==> src/rtl/core/rfd_pkg.sv <==
package rfd_pkg;

  // Frame buffer size in bytes; a length byte must be below this value.
  localparam int BUF_BYTES = 20;
  localparam int LEN_W     = $clog2(BUF_BYTES);

  localparam logic [15:0] CRC_POLY       = 16'h1021;
  localparam logic [15:0] IDLE_LIMIT_RST = 16'hFFFF;

  localparam logic [1:0] MODE_BYTE    = 2'd0;
  localparam logic [1:0] MODE_IDLE    = 2'd1;
  localparam logic [1:0] MODE_RELEASE = 2'd2;

  localparam logic REG_IDLE_LIMIT = 1'b0;

  typedef enum logic [2:0] {
    ST_TAKEN    = 3'd0,
    ST_GOOD     = 3'd1,
    ST_DROP     = 3'd2,
    ST_CRCBAD   = 3'd3,
    ST_TIMEOUT  = 3'd4,
    ST_RELEASED = 3'd5,
    ST_NOTHING  = 3'd6
  } status_t;

  typedef enum logic [1:0] {
    S_IDLE,
    S_EXEC,
    S_READ,
    S_LOAD
  } fsm_state_t;

  typedef struct packed {
    logic capture;
    logic exec;
    logic read;
    logic load;
  } rfd_cmd_t;

  typedef struct packed {
    logic slot_free;
    logic run;
    logic last;
  } rfd_sts_t;

  // CRC-16, polynomial 0x1021, MSB first, one byte.
  function automatic logic [15:0] crc16_byte(input logic [15:0] crc_in,
                                             input logic [7:0] data);
    logic [15:0] c;
    c = crc_in ^ {data, 8'h00};
    for (int b = 0; b < 8; b++) begin
      if (c[15]) begin
        c = {c[14:0], 1'b0} ^ CRC_POLY;
      end else begin
        c = {c[14:0], 1'b0};
      end
    end
    return c;
  endfunction

endpackage

==> src/rtl/core/rfd_ctrl.sv <==
module rfd_ctrl
  import rfd_pkg::*;
(
  input  logic     clk,
  input  logic     rst_n,
  input  logic     in_tvalid,
  output logic     in_tready,
  input  rfd_sts_t sts,
  output rfd_cmd_t cmd
);

  fsm_state_t state_r, state_nxt;

  always_ff @(posedge clk) begin
    if (!rst_n) begin
      state_r <= S_IDLE;
    end else begin
      state_r <= state_nxt;
    end
  end

  always_comb begin
    state_nxt = state_r;
    case (state_r)
      S_IDLE: begin
        if (in_tvalid) state_nxt = S_EXEC;
      end
      S_EXEC: begin
        if (sts.slot_free) state_nxt = sts.run ? S_READ : S_IDLE;
      end
      S_READ: begin
        state_nxt = S_LOAD;
      end
      S_LOAD: begin
        if (sts.slot_free) state_nxt = sts.last ? S_IDLE : S_READ;
      end
      default: begin
        state_nxt = S_IDLE;
      end
    endcase
  end

  always_comb begin
    in_tready   = 1'b0;
    cmd         = '0;
    case (state_r)
      S_IDLE: begin
        in_tready   = 1'b1;
        cmd.capture = in_tvalid;
      end
      S_EXEC: begin
        cmd.exec = sts.slot_free;
      end
      S_READ: begin
        cmd.read = 1'b1;
      end
      S_LOAD: begin
        cmd.load = sts.slot_free;
      end
      default: begin
        in_tready = 1'b0;
      end
    endcase
  end

endmodule

==> src/rtl/core/rfd_dp.sv <==
module rfd_dp
  import rfd_pkg::*;
(
  input  logic        clk,
  input  logic        rst_n,
  input  rfd_cmd_t    cmd,
  output rfd_sts_t    sts,
  input  logic [1:0]  in_mode,
  input  logic [7:0]  in_byte,
  input  logic        cfg_wr,
  input  logic        cfg_idx,
  input  logic [15:0] cfg_wdata,
  output logic [31:0] cfg_rdata,
  output logic        out_valid,
  input  logic        out_ready,
  output status_t     out_status,
  output logic [7:0]  out_pbyte,
  output logic [4:0]  out_plen,
  output logic        out_last
);

  logic [7:0] mem [BUF_BYTES];

  logic [1:0]       mode_r;
  logic [7:0]       byte_r;
  logic [15:0]      limit_r;
  logic             receiving_r, receiving_nxt;
  logic             held_r, held_nxt;
  logic [LEN_W-1:0] frame_len_r, frame_len_nxt;
  logic [LEN_W-1:0] seen_r, seen_nxt;
  logic [15:0]      crc_r, crc_nxt;
  logic [15:0]      idle_r, idle_nxt;
  logic [7:0]       prev_r;
  logic [LEN_W-1:0] k_r;
  logic [7:0]       rd_r;

  logic             out_valid_r;
  status_t          out_status_r;
  logic [7:0]       out_pbyte_r;
  logic [4:0]       out_plen_r;
  logic             out_last_r;

  status_t          res_status;
  logic [LEN_W-1:0] res_plen;
  logic             res_run;
  logic [LEN_W-1:0] plen;
  logic [LEN_W-1:0] seen_inc;
  logic [LEN_W-1:0] byte_len;
  logic             byte_fits;
  logic             do_write;

  function automatic logic [4:0] to_plen(input logic [LEN_W-1:0] v);
    logic [7:0] ext;
    ext = {{(8 - LEN_W){1'b0}}, v};
    return ext[4:0];
  endfunction

  assign plen      = frame_len_r - LEN_W'(2);
  assign seen_inc  = seen_r + LEN_W'(1);
  assign byte_len  = byte_r[LEN_W-1:0];
  assign byte_fits = (byte_r >= 8'd2) && (byte_r < 8'(BUF_BYTES));
  assign do_write  = cmd.exec && (mode_r == MODE_BYTE) && receiving_r;

  // One input item: new state and the single result, or the start of a payload run.
  always_comb begin
    receiving_nxt = receiving_r;
    held_nxt      = held_r;
    frame_len_nxt = frame_len_r;
    seen_nxt      = seen_r;
    crc_nxt       = crc_r;
    idle_nxt      = idle_r;
    res_status    = ST_NOTHING;
    res_plen      = '0;
    res_run       = 1'b0;
    case (mode_r)
      MODE_BYTE: begin
        if (!receiving_r) begin
          if (!byte_fits || held_r) begin
            res_status = ST_DROP;
          end else begin
            receiving_nxt = 1'b1;
            frame_len_nxt = byte_len;
            seen_nxt      = '0;
            crc_nxt       = '0;
            idle_nxt      = '0;
            res_status    = ST_TAKEN;
            res_plen      = byte_len - LEN_W'(2);
          end
        end else begin
          idle_nxt = '0;
          seen_nxt = seen_inc;
          res_plen = plen;
          if (seen_r < plen) crc_nxt = crc16_byte(crc_r, byte_r);
          if (seen_inc < frame_len_r) begin
            res_status = ST_TAKEN;
          end else begin
            receiving_nxt = 1'b0;
            // The last two bytes of the frame carry the CRC, high byte first.
            if ({prev_r, byte_r} != crc_r) begin
              res_status = ST_CRCBAD;
            end else begin
              held_nxt   = 1'b1;
              res_status = ST_GOOD;
              res_run    = (plen != '0);
            end
          end
        end
      end
      MODE_IDLE: begin
        if (receiving_r) begin
          res_plen = plen;
          if (idle_r >= limit_r) begin
            receiving_nxt = 1'b0;
            idle_nxt      = '0;
            res_status    = ST_TIMEOUT;
          end else begin
            idle_nxt   = idle_r + 16'd1;
            res_status = ST_TAKEN;
          end
        end
      end
      MODE_RELEASE: begin
        if (held_r) begin
          held_nxt   = 1'b0;
          res_status = ST_RELEASED;
        end
      end
      default: begin
        res_status = ST_NOTHING;
      end
    endcase
  end

  always_ff @(posedge clk) begin
    if (cmd.capture) begin
      mode_r <= in_mode;
      byte_r <= in_byte;
    end
    if (do_write) begin
      mem[seen_r] <= byte_r;
      prev_r      <= byte_r;
    end
    if (cmd.read) rd_r <= mem[k_r];
  end

  always_ff @(posedge clk) begin
    if (!rst_n) begin
      limit_r     <= IDLE_LIMIT_RST;
      receiving_r <= 1'b0;
      held_r      <= 1'b0;
      frame_len_r <= '0;
      seen_r      <= '0;
      crc_r       <= '0;
      idle_r      <= '0;
      k_r         <= '0;
      out_valid_r <= 1'b0;
    end else begin
      if (cfg_wr && (cfg_idx == REG_IDLE_LIMIT)) limit_r <= cfg_wdata;
      out_valid_r <= (out_valid_r && !out_ready) || (cmd.exec && !res_run) || cmd.load;
      if (cmd.exec) begin
        receiving_r <= receiving_nxt;
        held_r      <= held_nxt;
        frame_len_r <= frame_len_nxt;
        seen_r      <= seen_nxt;
        crc_r       <= crc_nxt;
        idle_r      <= idle_nxt;
        k_r         <= '0;
      end
      if (cmd.load) begin
        k_r         <= k_r + LEN_W'(1);
      end
    end
  end

  always_ff @(posedge clk) begin
    if (cmd.exec && !res_run) begin
      out_status_r <= res_status;
      out_pbyte_r  <= 8'd0;
      out_plen_r   <= to_plen(res_plen);
      out_last_r   <= 1'b1;
    end else if (cmd.load) begin
      out_status_r <= ST_GOOD;
      out_pbyte_r  <= rd_r;
      out_plen_r   <= to_plen(plen);
      out_last_r   <= sts.last;
    end
  end

  assign sts.slot_free = !out_valid_r || out_ready;
  assign sts.run       = res_run;
  assign sts.last      = (k_r + LEN_W'(1)) == plen;

  assign cfg_rdata  = (cfg_idx == REG_IDLE_LIMIT) ? {16'd0, limit_r} : 32'd0;
  assign out_valid  = out_valid_r;
  assign out_status = out_status_r;
  assign out_pbyte  = out_pbyte_r;
  assign out_plen   = out_plen_r;
  assign out_last   = out_last_r;

endmodule

==> src/rtl/core/radio_frame_deframer_crc16.sv <==
// Length-prefixed radio frame receiver with CRC-16 (poly 0x1021, init 0) check.
// Each input transaction carries a received byte, an idle tick or a release
// request (tuser), and produces one result, except the last byte of a good
// frame, which produces one result per payload byte, the final one with tlast.
// A single-result transaction is captured in the accepting cycle; in S_EXEC,
// once the output register is free, it is evaluated, the frame state is updated
// and the output register loaded. A good frame's payload then streams out of
// the frame buffer one byte at a time (buffer read, then output load), up to 17
// bytes. The input is accepted again as soon as the last result is in the output
// register; output backpressure stalls both the evaluation and the output loads.
// The idle tick limit register sits at address 0.
module radio_frame_deframer_crc16
  import rfd_pkg::*;
(
  input  logic        clk,
  input  logic        rst_n,
  input  logic        in_tvalid,
  output logic        in_tready,
  input  logic [7:0]  in_tdata,   // [7:0] data_byte
  input  logic [1:0]  in_tuser,   // [1:0] mode
  output logic        out_tvalid,
  input  logic        out_tready,
  output logic [15:0] out_tdata,  // [7:0] payload_byte, [12:8] payload_len, [15:13] zero
  output logic [2:0]  out_tuser,  // [2:0] status
  output logic        out_tlast,
  input  logic        psel,
  input  logic        penable,
  input  logic        pwrite,
  input  logic [2:0]  paddr,
  input  logic [31:0] pwdata,
  output logic [31:0] prdata,
  output logic        pready
);

  rfd_cmd_t   cmd;
  rfd_sts_t   sts;
  status_t    out_status;
  logic [7:0] out_pbyte;
  logic [4:0] out_plen;

  assign pready = 1'b1;

  rfd_ctrl u_ctrl (
    .clk       (clk),
    .rst_n     (rst_n),
    .in_tvalid (in_tvalid),
    .in_tready (in_tready),
    .sts       (sts),
    .cmd       (cmd)
  );

  rfd_dp u_dp (
    .clk        (clk),
    .rst_n      (rst_n),
    .cmd        (cmd),
    .sts        (sts),
    .in_mode    (in_tuser),
    .in_byte    (in_tdata),
    .cfg_wr     (psel && penable && pwrite && pready),
    .cfg_idx    (paddr[2]),
    .cfg_wdata  (pwdata[15:0]),
    .cfg_rdata  (prdata),
    .out_valid  (out_tvalid),
    .out_ready  (out_tready),
    .out_status (out_status),
    .out_pbyte  (out_pbyte),
    .out_plen   (out_plen),
    .out_last   (out_tlast)
  );

  assign out_tdata = {3'b000, out_plen, out_pbyte};
  assign out_tuser = out_status;

endmodule

==> config.mk <==
export PLATFORM = sky130hd
export DESIGN_NAME = radio_frame_deframer_crc16
export DESIGN_NICKNAME = d
export VERILOG_FILES = /design/src/rtl/core/rfd_pkg.sv /design/src/rtl/core/rfd_ctrl.sv /design/src/rtl/core/rfd_dp.sv /design/src/rtl/core/radio_frame_deframer_crc16.sv
export SDC_FILE = /design/constraint.sdc
export NUM_CORES = 1
export LEC_CHECK = 0
export ABC_AREA = 0
export BUFFER_PORTS_ARGS = -buffer_cell sky130_fd_sc_hd__buf_2
export CORE_ASPECT_RATIO = 1.75
export CORE_MARGIN = 2
export CORE_UTILIZATION = 48
export DETAILED_ROUTE_END_ITERATION = 12
export GPL_TIMING_DRIVEN = 0
export PLACE_DENSITY = 0.67
export SLEW_MARGIN = 20
export SYNTH_ARGS = -nofsm -noshare
export SYNTH_HDL_FRONTEND = slang
export SYNTH_SLANG_ARGS = --single-unit
==> constraint.sdc <==
create_clock -name clk -period 2.9 [get_ports clk]
set_clock_uncertainty 0.2 [all_clocks]
set_input_delay 0 -clock clk [delete_from_list [all_inputs] [get_ports clk]]
set_output_delay 0 -clock clk [all_outputs]
set_load 0.01 [all_outputs]
==> results_dict.tcl, run 1 <==
set metrics [dict create \
    synth.distinct_cells 63 \
    pwr_density_cell_nw_per_um2 539 \
    fin_nets 1153 \
    final_util_pct 58.6 \
    areaGrowthSynthToFinish_pct 20.1 \
    clk_latency_ns 0.53 \
    placed_area_sq_um 12800 \
    synthArstFlopShare_pct 0 \
    hold_class "primary input to register" \
    critPathBufInv 2 \
    avgSynthCellArea_sq_um 13.4 \
    gr-total-overflow 0 \
    synth_cells 899 \
    max-cap-violations 0 \
    fmax_mhz 353 \
    crit_path_frequent_cell "mux4_2" \
    slowest_stage "mux4_2" \
    drive_above_1_share_pct 24.5 \
    die_area_sq_um 26400 \
    layout_common_cells "edfxtp_1 (194), nand2_1 (75), dfxtp_1 (75)" \
    yosysSeqAreaShare_pct 61.3 \
    start_kind "register" \
    syn_area_sq_um 12000 \
    diodes 0 \
    worst_pin_slew_ns 0.787 \
    report.final.hold_viol_count 0 \
    cts_buffers 24 \
    clk_pin_slew_ns 0.07 \
    place_hpwl_mm 20.5 \
    vias 7811 \
    die_y_microns 213 \
    relSlewSlack_pct 47.6 \
    die_w_microns 124 \
    layout_commonest_cell "edfxtp_1" \
    path_delay_family "multiplexers" \
    grt_pass1_vias 7984 \
    ioPinCount 107 \
    rows 76 \
    max_stage_delay_ns 0.59 \
    h-tree-depth 1 \
    ys_ff_latch 271 \
    cts-root-buf "clkbuf_16" \
    drcViolationCount 0 \
    dpl_worst_slack_ns -1.24 \
    grt_max_degree 18 \
    timing.final.ws_setup_ns 0.0635 \
    worstSetupPathType "register to register" \
    design_area_sq_um 14400 \
    grt_pass1_wl_mm 46.2 \
    fin_crit_ns 2.84 \
    slew_viol_final 0 \
    ys.flop_type "edfxtp_1" \
    initial_core_util_pct 48.8 \
    ant_nets 0 \
    drt_wl_total_mm 30.6 \
    timing.final.crit_share_pct 97.8 \
    drt_iter0_drc 495 \
    path_cells "buf_2, buf_4, mux4_2, mux4_2, mux2_2" \
    crit_required_ns 2.97 \
    cts_sinks 271 \
    status "completed" \
    peakVddDrop_uv 512 \
    cts_buffer_depth 3 \
    synth_enable_flop_cells 194 \
    synth_warnings 0 \
    crit_arrival_ns 2.91 \
    viasPerCell 5.58 \
    cts_tree "built" \
    dr.pass1.iters 5 \
    antenna_found_initial 0 \
    rsz0062_at_grt "yes" \
    crit_path_end_kind "register" \
    grt_usage_pct 24.1 \
    place_congestion 0.864 \
    setup_viol 0 \
    drt-wirelength-per-cell_microns 21.9 \
    power_leakage_nw 5.16 \
    coreArea_sq_um 24600 \
    port-buffer-count 66 \
    worstPathMaxFanout 10 \
]
[where the power goes]
part           switching, W  total, W  internal, W
Sequential        0.0000215   0.00420      0.00417
Clock               0.00138   0.00317      0.00179
Combinational      0.000250  0.000413     0.000164
[layer usage]
layer  routed length (microns)  global-route usage (%)  up-vias
li1                          -                       -     3631
met1                     10100                    23.7     3850
met2                     17600                    47.0      247
met3                      1050                    2.40       83
met4                      1830                    14.2        0
met5                         0                       0        -
[logic make-up (layout without fill, tap and decap cells)]
group,after synthesis,count (layout),synth area share [%]
other cells,2,20,0.0625
buf+inv,102,272,4.00
xor+xnor,68,68,4.96
flops,271,271,61.3
simple gates,235,235,8.99
compound gates,130,130,7.32
mux,59,59,10.0
fa+ha+maj,32,32,3.33
[path summary, 6_finish.rpt]
path	from	end	slack (ns)	cells after the start
max	u_dp.k_r[0]$_SDFFE_PN0P_	u_dp.rd_r[7]$_DFFE_PP_	0.06	5
max reg2reg	u_dp.k_r[0]$_SDFFE_PN0P_	u_dp.rd_r[7]$_DFFE_PP_	0.06	5
min reg2reg	u_dp.out_pbyte[7]$_SDFFE_PN0P_	u_dp.out_pbyte[7]$_SDFFE_PN0P_	0.25	2
min	in_tdata[4]	u_dp.byte_r[4]$_DFFE_PP_	0.03	2
[state kept, by name (all words and copies together), names as in the netlist]
name,cells
u_dp.out_status,3
u_dp.byte_r,8
u_dp.crc_r,16
u_ctrl.state_r,2
u_dp.seen_r,5
u_dp.receiving_r,1
u_dp.out_last,1
u_dp.held_r,1
u_dp.out_valid,1
u_dp.prev_r,8
u_dp.idle_r,16
u_dp.k_r,5
u_dp.rd_r,8
u_dp.out_plen,5
u_dp.frame_len_r,5
u_dp.limit_r,16
u_dp.mode_r,2
u_dp.out_pbyte,8
u_dp.mem,160
[through the flow]
stage,instances,hold WS (ns),setup TNS [ns],power [W]
after floorplan,917,-0.101,0,0.00448
after global placement,1295,-0.0229,-171.27,0.00460
after detailed placement,1295,-0.0218,-185.52,0.00461
after CTS,1395,0.00156,0,0.00780
after global routing,1399,0.0317,-0.0504,0.00801
final,1399,0.0328,0,0.00778
[repair_timing]
action | in CTS | in global routing
pin swaps | 1 | 4
resized for setup | 64 | 13
endpoints found under the hold margin | 41 | 0
setup buffers | 15 | 4
endpoints found under the setup margin | 233 | 145
hold buffers | 41 | 0
[cell usage after synthesis (10+ instances only)]
cell type / count / area [sq um]
a211oi_1: 12 / 90.1
a21oi_1: 39 / 195
buf_4: 21 / 158
clkbuf_1: 33 / 124
dfxtp_1: 77 / 1540
edfxtp_1: 194 / 5830
ha_1: 32 / 400
inv_1: 36 / 135
mux4_2: 48 / 1080
nand2_1: 79 / 297
nand3_1: 18 / 90.1
nand4_1: 10 / 62.6
nor2_1: 81 / 304
nor3_1: 11 / 55.1
o211ai_1: 16 / 120
o21ai_0: 16 / 80.1
xnor2_1: 43 / 377
xor2_1: 25 / 219
[layout make-up]
type	count	area (sq um)
buffer	66	375
clock buffer	39	718
clock inverter	5	52.6
fill	1967	10200
inverter	36	135
multi-input combinational	544	4440
sequential	271	7370
tap	312	390
timing repair buffer	126	941
(Power assumes the default switching activity.)
==> run 2: changes to the inputs <==
--- a/config.mk
+++ b/config.mk
@@ -9,2 +9,3 @@
 export BUFFER_PORTS_ARGS = -buffer_cell sky130_fd_sc_hd__buf_2
+export CAP_MARGIN = 5
 export CORE_ASPECT_RATIO = 1.75
==> constraint.sdc (replaced) <==
create_clock -name clk -period 2.9 [get_ports clk]
set_clock_uncertainty 0.2 [all_clocks]
set_input_delay 0.435 -clock clk [delete_from_list [all_inputs] [get_ports clk]]
set_output_delay 0.435 -clock clk [all_outputs]
set_load 0.01 [all_outputs]
==> results_dict.tcl, run 2 (same netlist as run 1, synthesis figures left out) <==
set metrics [dict create \
    coreArea_sq_um 24600 \
    power_leakage_nw 5.11 \
    crit_path_end_kind "register" \
    multi_input_area_sq_um 4440 \
    die_y_microns 213 \
    ant_nets 0 \
    max_stage_delay_ns 0.82 \
    register_area_sq_um 7370 \
    grt_usage_pct 23.9 \
    fmax_mhz 351 \
    max-cap-violations 0 \
    worst_pin_slew_ns 0.765 \
    layout_common_cells "edfxtp_1 (194), nand2_1 (75), dfxtp_1 (75)" \
    grt_pass1_wl_mm 45.7 \
    crit_required_ns 2.98 \
    clk_pin_slew_ns 0.07 \
    rows 76 \
    setup_viol 0 \
    crit_arrival_ns 2.93 \
    ioPinCount 107 \
    peakVddDrop_uv 508 \
    min-delay-start "out_tready" \
    diodes 0 \
    largest_register "u_dp.mem" \
    drcViolationCount 0 \
    holdPathEnd "u_dp.out_valid$_SDFF_PN0_" \
    slew_viol_final 0 \
    grt_pass1_vias 7942 \
    initial_core_util_pct 48.8 \
    start_kind "register" \
    fillers 1983 \
    report.final.hold_viol_count 0 \
    reg2reg_slack_ns 0.05 \
    viasPerCell 5.57 \
    worstSetupPathType "register to register" \
    die_w_microns 124 \
    timing.final.crit_share_pct 98.2 \
    largest_register_ff_count 160 \
    rsz0062_at_grt "yes" \
    vias 7720 \
    fin_crit_ns 2.85 \
    port-buffer-count 66 \
    relSlewSlack_pct 48.9 \
    h-tree-depth 1 \
    place_congestion 0.864 \
    min_path_cells 3 \
    status "completed" \
    clk_latency_ns 0.52 \
    cts_tree "built" \
    timing.final.ws_setup_ns 0.0514 \
    fin_nets 1139 \
    worstPathMaxFanout 13 \
    layout_commonest_cell "edfxtp_1" \
    path_cells "xnor2_1, nand4_1, nor4_4, o21ai_2, o21a_1, clkbuf_2, and2_1" \
    timing.rr.end "u_dp.out_status[1]$_SDFFCE_PP0P_" \
    antenna_found_initial 0 \
    areaGrowthSynthToFinish_pct 18.9 \
    gr-total-overflow 0 \
    cts_sinks 271 \
    r2r_start "u_dp.byte_r[0]$_DFFE_PP_" \
    place_hpwl_mm 20.5 \
    dpl_worst_slack_ns -1.24 \
    hold_class "primary input to register" \
    dr.pass1.iters 5 \
    drt_iter0_drc 484 \
    cts_buffers 24 \
    pwr_density_cell_nw_per_um2 542 \
    drt-wirelength-per-cell_microns 21.8 \
    p_total_w 0.00775 \
    cts_buffer_depth 3 \
    die_area_sq_um 26400 \
    slowest_stage "edfxtp_1" \
    drt_wl_total_mm 30.3 \
    drive_above_1_share_pct 24.8 \
    reg2reg_depth 7 \
    cts-root-buf "clkbuf_16" \
    grt_max_degree 18 \
]
-- run 2: cell types whose count changed in the layout (fill, tap and decap cells not counted) --
cell	previous run	this run
dlygate4sd3_1	41	27
-- run 2: report_power, final --
group / switching, W / total, W / internal [W]
Combinational: 0.000247 / 0.000399 / 0.000152
Clock: 0.00137 / 0.00315 / 0.00179
Sequential: 0.0000213 / 0.00420 / 0.00417
-- run 2: how the worst max path moves through the flow --
| stage | slack [ns] | endpoint | cells after the start | start |
|---|---|---|---|---|
| CTS | 0.008 | u_dp.rd_r[4]$_DFFE_PP_ | 5 | u_dp.k_r[0]$_SDFFE_PN0P_ |
| detailed placement | -1.24 | u_dp.out_status[1]$_SDFFCE_PP0P_ | 8 | u_dp.byte_r[1]$_DFFE_PP_ |
| floorplan | 0.28 | u_dp.out_status[1]$_SDFFCE_PP0P_ | 8 | u_dp.byte_r[3]$_DFFE_PP_ |
| global placement | -1.18 | u_dp.out_status[1]$_SDFFCE_PP0P_ | 8 | u_dp.byte_r[1]$_DFFE_PP_ |
| finish | 0.05 | u_dp.out_status[1]$_SDFFCE_PP0P_ | 7 | u_dp.byte_r[0]$_DFFE_PP_ |
| global route | -0.0003 | u_dp.rd_r[5]$_DFFE_PP_ | 5 | u_dp.k_r[0]$_SDFFE_PN0P_ |
-- run 2: what timing repair did --
action                     CTS  global route
hold endpoints to repair    27             0
setup buffers               15             4
pin swaps                    1             4
setup endpoints to repair  233           145
hold buffers                27             0
gates resized for setup     64            13
-- run 2: metrics by stage --
| stage | hold slack [ns] | cell area, sq um | TNS [ns] | cells | utilization (%) |
|---|---|---|---|---|---|
| finish | 0.138 | 14300 | 0 | 1385 | 58.0 |
| global route | 0.189 | 14300 | -0.000255 | 1385 | 58.0 |
| CTS | 0.114 | 14200 | 0 | 1381 | 57.6 |
| detailed placement | 0.247 | 12800 | -185.52 | 1295 | 52.0 |
| global placement | 0.243 | 12800 | -171.27 | 1295 | 52.0 |
| floorplan | 0.270 | 12100 | 0 | 917 | - |
-- run 2: cell type report --
| cell class | instances | area share, % |
|---|---|---|
| inverters | 36 | 0.946 |
| flip-flops and latches | 271 | 51.6 |
| clock buffers | 39 | 5.03 |
| clock inverters | 5 | 0.368 |
| plain buffers | 66 | 2.63 |
| multi-input cells | 544 | 31.1 |
| well taps | 312 | 2.73 |
| repair buffers | 112 | 5.61 |
-- run 2: worst max-delay path, delay by kind of cell, from the launching register on --
| family | cells | cell delay (ns) |
|---|---|---|
| compound gates | 2 | 0.41 |
| xor+xnor | 1 | 0.19 |
| buf+inv | 1 | 0.21 |
| flops | 1 | 0.82 |
| simple gates | 3 | 0.76 |
-- run 2: per-layer routing --
| metal | vias to the layer above | track usage, % | wire length (microns) |
|---|---|---|---|
| met5 | - | 0 | 0 |
| met3 | 81 | 2.40 | 1010 |
| met4 | 0 | 14.5 | 1900 |
| met2 | 225 | 46.5 | 17500 |
| met1 | 3812 | 23.2 | 9840 |
| li1 | 3602 | - | - |
